`src/fbpa_pkg.sv`:
```
// ----------------------------------------------------------------------------
// Fixed block pool allocator package
// Shared sizes, operation and status codes, and the free stack request.
// ----------------------------------------------------------------------------
package fbpa_pkg;

    localparam int MAX_BLOCKS    = 256;
    localparam int POINTER_BYTES = 8;
    localparam int NODE_BYTES    = 8;

    localparam int IDX_W     = $clog2(MAX_BLOCKS);
    localparam int LVL_W     = IDX_W + 1;
    localparam int ADDR_W    = 32;
    localparam int BSIZE_W   = 16;
    localparam int ALIGN_W   = 16;
    localparam int STRIDE_W  = 17;
    localparam int SPAN_W    = STRIDE_W + LVL_W;
    localparam int PROD_W    = STRIDE_W + IDX_W;
    localparam int CFG_IDX_W = 3;
    localparam int LOG2_W    = 4;

    localparam logic [CFG_IDX_W-1:0] CFG_BASE_ADDRESS = 3'd0;
    localparam logic [CFG_IDX_W-1:0] CFG_POOL_BYTES   = 3'd1;
    localparam logic [CFG_IDX_W-1:0] CFG_BLOCK_SIZE   = 3'd2;
    localparam logic [CFG_IDX_W-1:0] CFG_BLOCK_TOTAL  = 3'd3;
    localparam logic [CFG_IDX_W-1:0] CFG_ALIGN_LOG2   = 3'd4;

    typedef enum logic [1:0] {
        OP_ALLOC  = 2'd0,
        OP_FREE   = 2'd1,
        OP_REFILL = 2'd2,
        OP_NOP    = 2'd3
    } t_op;

    typedef enum logic [2:0] {
        ST_OK      = 3'd0,
        ST_EMPTY   = 3'd1,
        ST_NULL    = 3'd2,
        ST_OUTSIDE = 3'd3,
        ST_BADCFG  = 3'd4,
        ST_FULL    = 3'd5
    } t_status;

    typedef struct packed {
        logic             push;
        logic             pop;
        logic             refill;
        logic [IDX_W-1:0] idx;
        logic [IDX_W-1:0] wdata;
        logic [LVL_W-1:0] total;
    } t_stk_req;

endpackage

```
`src/fbpa_stack.sv`:
```
// ----------------------------------------------------------------------------
// Fixed block pool allocator free stack
// Index memory plus a low-water mark that stands in for the refill pattern.
// ----------------------------------------------------------------------------
module fbpa_stack import fbpa_pkg::*; (
    input  logic             i_clk,
    input  logic             i_rst_n,
    input  t_stk_req         i_req,
    output logic [IDX_W-1:0] o_rdata
);

    logic [IDX_W-1:0] r_mem [MAX_BLOCKS];
    logic [IDX_W-1:0] r_rdata;
    logic [IDX_W-1:0] r_fill_val;
    logic             r_pick_fill;
    logic [LVL_W-1:0] r_low;
    logic [LVL_W-1:0] r_fill_total;
    logic [LVL_W-1:0] w_pos;

    assign w_pos = {1'b0, i_req.idx};

    always_ff @(posedge i_clk) begin
        if (i_req.push) begin
            r_mem[i_req.idx] <= i_req.wdata;
        end
        if (i_req.pop) begin
            r_rdata     <= r_mem[i_req.idx];
            r_pick_fill <= (w_pos < r_low);
            r_fill_val  <= IDX_W'(r_fill_total - LVL_W'(1) - w_pos);
        end
    end

    // entries below the mark still hold the pattern of the last refill
    always_ff @(posedge i_clk) begin
        if (!i_rst_n) begin
            r_low        <= '0;
            r_fill_total <= '0;
        end else if (i_req.refill) begin
            r_low        <= i_req.total;
            r_fill_total <= i_req.total;
        end else if (i_req.pop && (w_pos < r_low)) begin
            r_low <= w_pos;
        end
    end

    assign o_rdata = r_pick_fill ? r_fill_val : r_rdata;

endmodule

```
`src/fbpa_div.sv`:
```
// ----------------------------------------------------------------------------
// Fixed block pool allocator divider
// Restoring divider, one quotient bit per cycle over the 32-bit offset.
// ----------------------------------------------------------------------------
module fbpa_div import fbpa_pkg::*; (
    input  logic                i_clk,
    input  logic                i_rst_n,
    input  logic                i_start,
    input  logic [ADDR_W-1:0]   i_dividend,
    input  logic [STRIDE_W-1:0] i_divisor,
    output logic                o_done,
    output logic [IDX_W-1:0]    o_quot,
    output logic                o_rem_zero
);

    localparam int CNT_W = $clog2(ADDR_W);
    localparam logic [CNT_W-1:0] CNT_LAST = CNT_W'(ADDR_W - 1);

    logic [ADDR_W-1:0]   r_quot;
    logic [STRIDE_W-1:0] r_rem;
    logic [STRIDE_W-1:0] r_div;
    logic [CNT_W-1:0]    r_cnt;
    logic                r_busy;
    logic                r_done;
    logic [STRIDE_W:0]   w_shift;
    logic [STRIDE_W:0]   w_diff;
    logic                w_ge;
    logic [STRIDE_W-1:0] n_rem;

    assign w_shift = {r_rem, r_quot[ADDR_W-1]};
    assign w_ge    = (w_shift >= {1'b0, r_div});
    assign w_diff  = w_shift - {1'b0, r_div};
    assign n_rem   = w_ge ? w_diff[STRIDE_W-1:0] : w_shift[STRIDE_W-1:0];

    always_ff @(posedge i_clk) begin
        if (!i_rst_n) begin
            r_busy <= 1'b0;
            r_done <= 1'b0;
            r_cnt  <= '0;
        end else begin
            r_done <= 1'b0;
            if (i_start) begin
                r_busy <= 1'b1;
                r_cnt  <= '0;
            end else if (r_busy) begin
                r_cnt <= r_cnt + CNT_W'(1);
                if (r_cnt == CNT_LAST) begin
                    r_busy <= 1'b0;
                    r_done <= 1'b1;
                end
            end
        end
    end

    always_ff @(posedge i_clk) begin
        if (i_start) begin
            r_quot <= i_dividend;
            r_rem  <= '0;
            r_div  <= i_divisor;
        end else if (r_busy) begin
            r_quot <= {r_quot[ADDR_W-2:0], w_ge};
            r_rem  <= n_rem;
        end
    end

    assign o_done     = r_done;
    assign o_quot     = r_quot[IDX_W-1:0];
    assign o_rem_zero = (r_rem == '0);

endmodule

```
`src/fixed_block_pool_allocator.sv`:
```
// ----------------------------------------------------------------------------
// Fixed block pool allocator
// Pool of equal blocks with a LIFO stack of free block indices.
// ----------------------------------------------------------------------------
// One item at a time: the input is ready only while the sequencer is idle.
// Every item first passes the geometry, span, bound and check states, which derive
// and check the pool geometry from the registers. Allocate then reads the stack,
// multiplies the index by the stride and adds the start; reset pool, no-op and
// rejected items go from the check state straight to the output.
// A free that passes the range check runs the 32-step restoring divider that
// turns the offset into a block index.
// While the output is stalled, a result waits in the done state.
// A finished result waits in the output register while the next item is taken.
// ----------------------------------------------------------------------------
module fixed_block_pool_allocator import fbpa_pkg::*; (
    input  logic                 i_clk,
    input  logic                 i_rst_n,
    input  logic                 i_cfg_we,
    input  logic [CFG_IDX_W-1:0] i_cfg_index,
    input  logic [ADDR_W-1:0]    i_cfg_wdata,
    input  logic                 i_in_valid,
    output logic                 o_in_ready,
    input  logic [1:0]           i_op,
    input  logic [ADDR_W-1:0]    i_block_address,
    output logic                 o_out_valid,
    input  logic                 i_out_ready,
    output logic [2:0]           o_status,
    output logic [ADDR_W-1:0]    o_alloc_address,
    output logic [LVL_W-1:0]     o_free_blocks,
    output logic [LVL_W-1:0]     o_used_blocks
);

    typedef enum logic [8:0] {
        S_IDLE  = 9'b000000001,
        S_GEOM  = 9'b000000010,
        S_SPAN  = 9'b000000100,
        S_BOUND = 9'b000001000,
        S_CHECK = 9'b000010000,
        S_DIV   = 9'b000100000,
        S_POP   = 9'b001000000,
        S_ADDR  = 9'b010000000,
        S_DONE  = 9'b100000000
    } t_state;

    localparam logic [ADDR_W:0] END_LIMIT = {1'b1, {ADDR_W{1'b0}}};

    // configuration
    logic [ADDR_W-1:0]  r_base;
    logic [ADDR_W-1:0]  r_pool;
    logic [BSIZE_W-1:0] r_bsize;
    logic [LVL_W-1:0]   r_total;
    logic [LOG2_W-1:0]  r_align;

    // sequencer and item
    t_state             r_state, n_state;
    t_op                r_op;
    logic [ADDR_W-1:0]  r_addr_in;
    logic [LVL_W-1:0]   r_level, n_level;
    t_status            r_status, n_status;
    logic [ADDR_W-1:0]  r_res_addr, n_res_addr;

    // geometry
    logic [STRIDE_W-1:0] r_stride;
    logic [ALIGN_W-1:0]  r_adjust;
    logic [ADDR_W:0]     r_start;
    logic                r_okpre;
    logic [SPAN_W-1:0]   r_span;
    logic [ADDR_W:0]     r_end;
    logic                r_ok;
    logic [PROD_W-1:0]   r_prod;

    // output register
    logic                r_out_valid;
    t_status             r_out_status;
    logic [ADDR_W-1:0]   r_out_addr;
    logic [LVL_W-1:0]    r_out_free;
    logic [LVL_W-1:0]    r_out_used;

    logic [ALIGN_W-1:0]  w_align;
    logic [ALIGN_W-1:0]  w_amask;
    logic [BSIZE_W-1:0]  w_need;
    logic [STRIDE_W-1:0] w_stride;
    logic [ALIGN_W-1:0]  w_mis;
    logic [ALIGN_W-1:0]  w_adjust;
    logic                w_okpre;
    logic [ADDR_W:0]     w_end;
    logic [ADDR_W:0]     w_room;
    logic [ADDR_W:0]     w_addr_x;
    logic                w_load;

    t_stk_req            w_stk_req;
    logic [IDX_W-1:0]    w_stk_rdata;
    logic                w_div_start;
    logic                w_div_done;
    logic [IDX_W-1:0]    w_div_quot;
    logic                w_div_rem_zero;

    // ---- configuration port ----
    always_ff @(posedge i_clk) begin
        if (!i_rst_n) begin
            r_base  <= '0;
            r_pool  <= '0;
            r_bsize <= '0;
            r_total <= '0;
            r_align <= LOG2_W'(3);
        end else if (i_cfg_we) begin
            case (i_cfg_index)
                CFG_BASE_ADDRESS: r_base  <= i_cfg_wdata;
                CFG_POOL_BYTES:   r_pool  <= i_cfg_wdata;
                CFG_BLOCK_SIZE:   r_bsize <= i_cfg_wdata[BSIZE_W-1:0];
                CFG_BLOCK_TOTAL:  r_total <= i_cfg_wdata[LVL_W-1:0];
                CFG_ALIGN_LOG2:   r_align <= i_cfg_wdata[LOG2_W-1:0];
                default: ;
            endcase
        end
    end

    // ---- geometry ----
    assign w_align  = ALIGN_W'(1) << r_align;
    assign w_amask  = w_align - ALIGN_W'(1);
    assign w_need   = (r_bsize < BSIZE_W'(NODE_BYTES)) ? BSIZE_W'(NODE_BYTES) : r_bsize;
    assign w_stride = (STRIDE_W'(w_need) + STRIDE_W'(w_amask)) & ~STRIDE_W'(w_amask);
    assign w_mis    = r_base[ALIGN_W-1:0] & w_amask;
    assign w_adjust = (w_mis == '0) ? '0 : (w_align - w_mis);
    assign w_okpre  = (r_base != '0) && (r_pool != '0) && (r_bsize != '0) &&
                      (r_total != '0) && (r_total <= LVL_W'(MAX_BLOCKS)) &&
                      (w_align >= ALIGN_W'(POINTER_BYTES)) &&
                      (ADDR_W'(w_adjust) < r_pool);

    assign w_end    = r_start + (ADDR_W+1)'(r_span);
    assign w_room   = {1'b0, r_pool} - (ADDR_W+1)'(r_adjust);
    assign w_addr_x = {1'b0, r_addr_in};

    always_ff @(posedge i_clk) begin
        case (r_state)
            S_GEOM: begin
                r_stride <= w_stride;
                r_adjust <= w_adjust;
                r_start  <= {1'b0, r_base} + (ADDR_W+1)'(w_adjust);
                r_okpre  <= w_okpre;
            end
            S_SPAN: begin
                r_span <= {{LVL_W{1'b0}}, r_stride} * {{STRIDE_W{1'b0}}, r_total};
            end
            S_BOUND: begin
                r_end <= w_end;
                r_ok  <= r_okpre && (w_room >= (ADDR_W+1)'(r_span)) && (w_end <= END_LIMIT);
            end
            S_POP: begin
                r_prod <= {{STRIDE_W{1'b0}}, w_stk_rdata} * {{IDX_W{1'b0}}, r_stride};
            end
            default: ;
        endcase
    end

    // ---- sequencer ----
    always_comb begin
        n_state     = r_state;
        n_level     = r_level;
        n_status    = r_status;
        n_res_addr  = r_res_addr;
        w_stk_req   = '0;
        w_div_start = 1'b0;
        w_load      = 1'b0;
        case (r_state)
            S_IDLE: begin
                if (i_in_valid) begin
                    n_state = S_GEOM;
                end
            end
            S_GEOM:  n_state = S_SPAN;
            S_SPAN:  n_state = S_BOUND;
            S_BOUND: n_state = S_CHECK;
            S_CHECK: begin
                n_status   = ST_OK;
                n_res_addr = '0;
                n_state    = S_DONE;
                if (!r_ok) begin
                    n_status = ST_BADCFG;
                end else begin
                    case (r_op)
                        OP_ALLOC: begin
                            if (r_level == '0) begin
                                n_status = ST_EMPTY;
                            end else begin
                                n_level       = r_level - LVL_W'(1);
                                w_stk_req.pop = 1'b1;
                                w_stk_req.idx = n_level[IDX_W-1:0];
                                n_state       = S_POP;
                            end
                        end
                        OP_FREE: begin
                            if (r_addr_in == '0) begin
                                n_status = ST_NULL;
                            end else if ((w_addr_x < r_start) || (w_addr_x >= r_end)) begin
                                n_status = ST_OUTSIDE;
                            end else begin
                                w_div_start = 1'b1;
                                n_state     = S_DIV;
                            end
                        end
                        OP_REFILL: begin
                            w_stk_req.refill = 1'b1;
                            w_stk_req.total  = r_total;
                            n_level          = r_total;
                        end
                        default: ;
                    endcase
                end
            end
            S_DIV: begin
                if (w_div_done) begin
                    n_state = S_DONE;
                    if (!w_div_rem_zero) begin
                        n_status = ST_OUTSIDE;
                    end else if (r_level >= LVL_W'(MAX_BLOCKS)) begin
                        n_status = ST_FULL;
                    end else begin
                        w_stk_req.push  = 1'b1;
                        w_stk_req.idx   = r_level[IDX_W-1:0];
                        w_stk_req.wdata = w_div_quot;
                        n_level         = r_level + LVL_W'(1);
                    end
                end
            end
            S_POP:  n_state = S_ADDR;
            S_ADDR: begin
                n_res_addr = r_start[ADDR_W-1:0] + ADDR_W'(r_prod);
                n_state    = S_DONE;
            end
            S_DONE: begin
                if (!r_out_valid || i_out_ready) begin
                    w_load  = 1'b1;
                    n_state = S_IDLE;
                end
            end
            default: n_state = S_IDLE;
        endcase
    end

    always_ff @(posedge i_clk) begin
        if (!i_rst_n) begin
            r_state     <= S_IDLE;
            r_level     <= '0;
            r_out_valid <= 1'b0;
        end else begin
            r_state <= n_state;
            r_level <= n_level;
            if (w_load) begin
                r_out_valid <= 1'b1;
            end else if (i_out_ready) begin
                r_out_valid <= 1'b0;
            end
        end
    end

    always_ff @(posedge i_clk) begin
        r_status   <= n_status;
        r_res_addr <= n_res_addr;
        if ((r_state == S_IDLE) && i_in_valid) begin
            r_op      <= t_op'(i_op);
            r_addr_in <= i_block_address;
        end
        if (w_load) begin
            r_out_status <= r_status;
            r_out_addr   <= r_res_addr;
            r_out_free   <= r_level;
            r_out_used   <= (r_level > r_total) ? '0 : (r_total - r_level);
        end
    end

    fbpa_stack u_stack (
        .i_clk   (i_clk),
        .i_rst_n (i_rst_n),
        .i_req   (w_stk_req),
        .o_rdata (w_stk_rdata)
    );

    fbpa_div u_div (
        .i_clk      (i_clk),
        .i_rst_n    (i_rst_n),
        .i_start    (w_div_start),
        .i_dividend (r_addr_in - r_start[ADDR_W-1:0]),
        .i_divisor  (r_stride),
        .o_done     (w_div_done),
        .o_quot     (w_div_quot),
        .o_rem_zero (w_div_rem_zero)
    );

    assign o_in_ready      = (r_state == S_IDLE);
    assign o_out_valid     = r_out_valid;
    assign o_status        = r_out_status;
    assign o_alloc_address = r_out_addr;
    assign o_free_blocks   = r_out_free;
    assign o_used_blocks   = r_out_used;

endmodule

```
`config.mk`:
```
export PLATFORM = sky130hd
export DESIGN_NAME = fixed_block_pool_allocator
export DESIGN_NICKNAME = d
export VERILOG_FILES = /design/src/fbpa_pkg.sv /design/src/fbpa_stack.sv /design/src/fbpa_div.sv /design/src/fixed_block_pool_allocator.sv
export SDC_FILE = /design/constraint.sdc
export NUM_CORES = 2
export LEC_CHECK = 0
export ABC_AREA = 0
export BUFFER_PORTS_ARGS = -buffer_cell sky130_fd_sc_hd__buf_2
export CAP_MARGIN = 20
export CELL_PAD_IN_SITES_DETAIL_PLACEMENT = 0
export CELL_PAD_IN_SITES_GLOBAL_PLACEMENT = 1
export CORE_ASPECT_RATIO = 2
export CORE_MARGIN = 4
export CORE_UTILIZATION = 53
export DETAILED_ROUTE_END_ITERATION = 12
export GPL_ROUTABILITY_DRIVEN = 1
export PLACE_DENSITY = 0.91
export SLEW_MARGIN = 20
export SYNTH_ARGS = -nofsm -noshare
export SYNTH_HDL_FRONTEND = slang
export SYNTH_SLANG_ARGS = --single-unit
```
`constraint.sdc`:
```
create_clock -name i_clk -period 9.2 [get_ports i_clk]
set_input_delay 0.46 -clock i_clk [delete_from_list [all_inputs] [get_ports i_clk]]
set_output_delay 0.46 -clock i_clk [all_outputs]
set_load 0.05 [all_outputs]
```
==> run_results.csv <==
group,metric,value,unit
floorplanning,io_pins,129,
critical_path,critPathMaxStageDelay,0.90,ns
drt,drtAntennaViolNets,0,
critical_path,worstPathCellList,"inv_1 -> ha_1 -> or3b_1 -> o31a_1 -> nand2_1 -> inv_2 -> nand3_1 -> and2_2 -> inv_4 -> nand2_4 -> buf_4 -> buf_4 -> o22ai_1 -> o21ai_0 -> o2111a_1 -> o2111ai_1 -> a2111oi_0 -> nand2_1",
clock_tree,clk_latency,0.93,ns
floorplanning,die_height,668.6,um
worst_hold_path,holdPathStages,3,
clock_tree,post_cts_buffers,0,
final_layout,regMostFlops,"u_stack.r_mem",
global_route,antenna_found_initial,17,
pwr,power_density,178.3,nW/um^2
pwr,peakVddDrop,180.3,uV
clock_tree,clock-sinks,2541,
yosys,syn_area,115600,um^2
yosys,avgSynthCellArea,12.81,um^2
clock_tree,clockBufferDepth,4,
run_status,status,"finished clean",
floorplanning,die_x,338.3,um
yosys,synth_ff_type,"edfxtp_1",
drt,vias_per_cell,6.628,
clock_tree,htreeDepth,4,
critical_path,cp-end-kind,"flip-flop",
placement,dp_hpwl,251700,um
pwr,p_leak,41.29,nW
final_layout,largest_reg_flops,2048,
final_layout,top_regs,"u_stack.r_mem: 2048 flops, r_end: 33 flops, r_start: 33 flops",
final_layout,layout_common_cells,"edfxtp_1 (2388), nand2_1 (1282), nor2_1 (546)",
critical_path,path_max_fanout,31,
run,cap_violations,0,
global_route,grt_max_degree,172,
final_layout,nets,9725,
sta,fmax,129.4,MHz
floorplanning,rows,242,
drt,drtIter0Drc,9759,
yosys,synthCells,9024,
drt,routedWlPerCell,31.37,um
final_layout,final_common_cell,"edfxtp_1",
drt,num_vias,80079,
sta,skew,0.08674,ns
global_route,grt_pass1_wl,544300,um
clock_tree,cts_buffers,211,
sta,finalSetupTns,0,ns
yosys,synth_edf_count,2388,
drt,drc,0,
sta,worst_pin_slew,1.303,ns
yosys,async_flop_share,0,
sta,finalCriticalPeriod,7.725,ns
floorplanning,core-area,217100,um^2
final_layout,final_cell_area,126800,um^2
global_route,grt_pass1_vias,80527,
yosys,yosys.cell_types.count,101,
clock_tree,cts_resized,0,
yosys,ys_ff_latch,2541,
drt,drt_first_pass_iters,9,
final_layout,fillCellCount,16428,
final_layout,drive_gt1_frac,0.08111,
global_route,overflow,0,
critical_path,critPathLaunchType,"flip-flop",
critical_path,required,9.84,ns
critical_path,cp.arrival,8.36,ns
critical_path,slowest_stage,"o21ai_0",
final_layout,seqCellArea,74770,um^2
placement,gp_congestion,1.014,
clock_tree,path_clk_slew,0.07,ns
sta,min_period_over_period,0.8397,
critical_path,worstSetupPathType,"flip-flop to flip-flop",
final_layout,areaGrowthSynthToFinish,9.658,%
sta,rsz0062_at_grt,"false",
floorplanning,design.die.area,226200,um^2
placement,placed_area,119300,um^2
critical_path,reg2regPathDepth,18,
drt,totalWireLength,379100,um
worst_hold_path,hold_path.class,"input pin to flip-flop",
floorplanning,initial_utilization,0.5327,
clock_tree,cts_tree,"yes",
clock_tree,cts_root_buf,"clkbuf_16",
sta,setup_violations,0,
sta,max_slew_margin,0.1312,
final_layout,multi_input_area,37260,um^2
sta,slew_viol_final,0,
yosys,synth.net_count,9649,
sta,timing.final.hold_violations,0,
placement,io_buffer_count,128,
global_route,globalRouteTotalUtil,0.3293,
yosys,ys_seq_area_frac,0.6466,
yosys,yosysWarningCount,0,
kinds of logic after synthesis:
group / after synthesis / synth area share
other cells: 1 / 0.00003243
fa+ha+maj: 551 / 0.07292
buf+inv: 944 / 0.03339
simple gates: 2626 / 0.1001
mux: 71 / 0.006384
compound gates: 2070 / 0.1240
xor+xnor: 220 / 0.01666
flops: 2541 / 0.6466
area by class of cell:
class,count,share of cell area
inverters,431,0.01288
repair buffers,376,0.02296
clock buffers,253,0.04354
flip-flops and latches,2541,0.5896
clock inverters,119,0.009156
well taps,2806,0.02769
diodes,17,0.0003355
multi-input cells,5539,0.2938
timing repair:
item / 4_1_cts / 5_1_grt
endpoints found under the setup margin: 0 / 0
hold buffers: 67 / 0
endpoints found under the hold margin: 125 / 0
stage by stage:
step	worst slack, ns	cells	hold WS, ns	total power, mW	util
floorplan	2.786	9024	0.4003	13.56	-
global placement	1.725	11620	0.4004	13.84	0.5495
detailed placement	1.696	11621	0.4045	13.87	0.5496
CTS	1.666	12060	0.02275	22.63	0.5835
global route	1.160	12068	0.08410	23.19	0.5839
finish	1.475	12082	0.04974	22.62	0.5841
routing by layer:
metal  track usage  vias to the layer above  routed length [um]
li1              -                    33770                   -
met1        0.3233                    38813              109000
met2        0.5528                     5607              183100
met3       0.06878                     1873               35560
met4        0.3583                       16               51280
met5     0.0004296                        -                 115
power by group:
| part | total, mW | leakage (nW) | internal (mW) | switching, mW |
|---|---|---|---|---|
| logic | 1.05 | 19.5 | 0.442 | 0.608 |
| registers | 12.6 | 18.5 | 12.5 | 0.0757 |
| clock network | 8.97 | 3.26 | 4.78 | 4.18 |
critical path: cells and delay by family (launching register included):
family | cells | cell delay (ns)
flip-flops | 1 | 0.53
adder cells (fa/ha/maj) | 1 | 0.36
buffers and inverters | 5 | 1.65
AND/OR/NAND/NOR | 6 | 2.34
AO/OA/AOI/OAI | 6 | 2.53
path summary, 6_finish.rpt:
kind	from	to	slack [ns]
setup / recovery	r_level[1]	u_stack.r_rdata[5]	1.47
hold / removal	i_out_ready	o_out_valid	0.05
setup reg to reg	r_level[1]	u_stack.r_rdata[5]	1.47
hold reg to reg	r_res_addr[9]	o_alloc_address[9]	0.42
cells in the mapped netlist, drive strengths merged (153+ instances only):
library cell  count  area share
edfxtp         2388        0.62
nand2          1295       0.042
nor2            554       0.018
a21oi           527       0.023
inv             427       0.014
ha              346       0.037
clkbuf          298      0.0097
a221oi          256       0.019
buf             215      0.0097
o21ai           208      0.0091
fa              205       0.035
a22o            182       0.014
a22oi           166       0.011
dfxtp           153       0.026
Note: power is estimated with default switching activity, not from simulation.
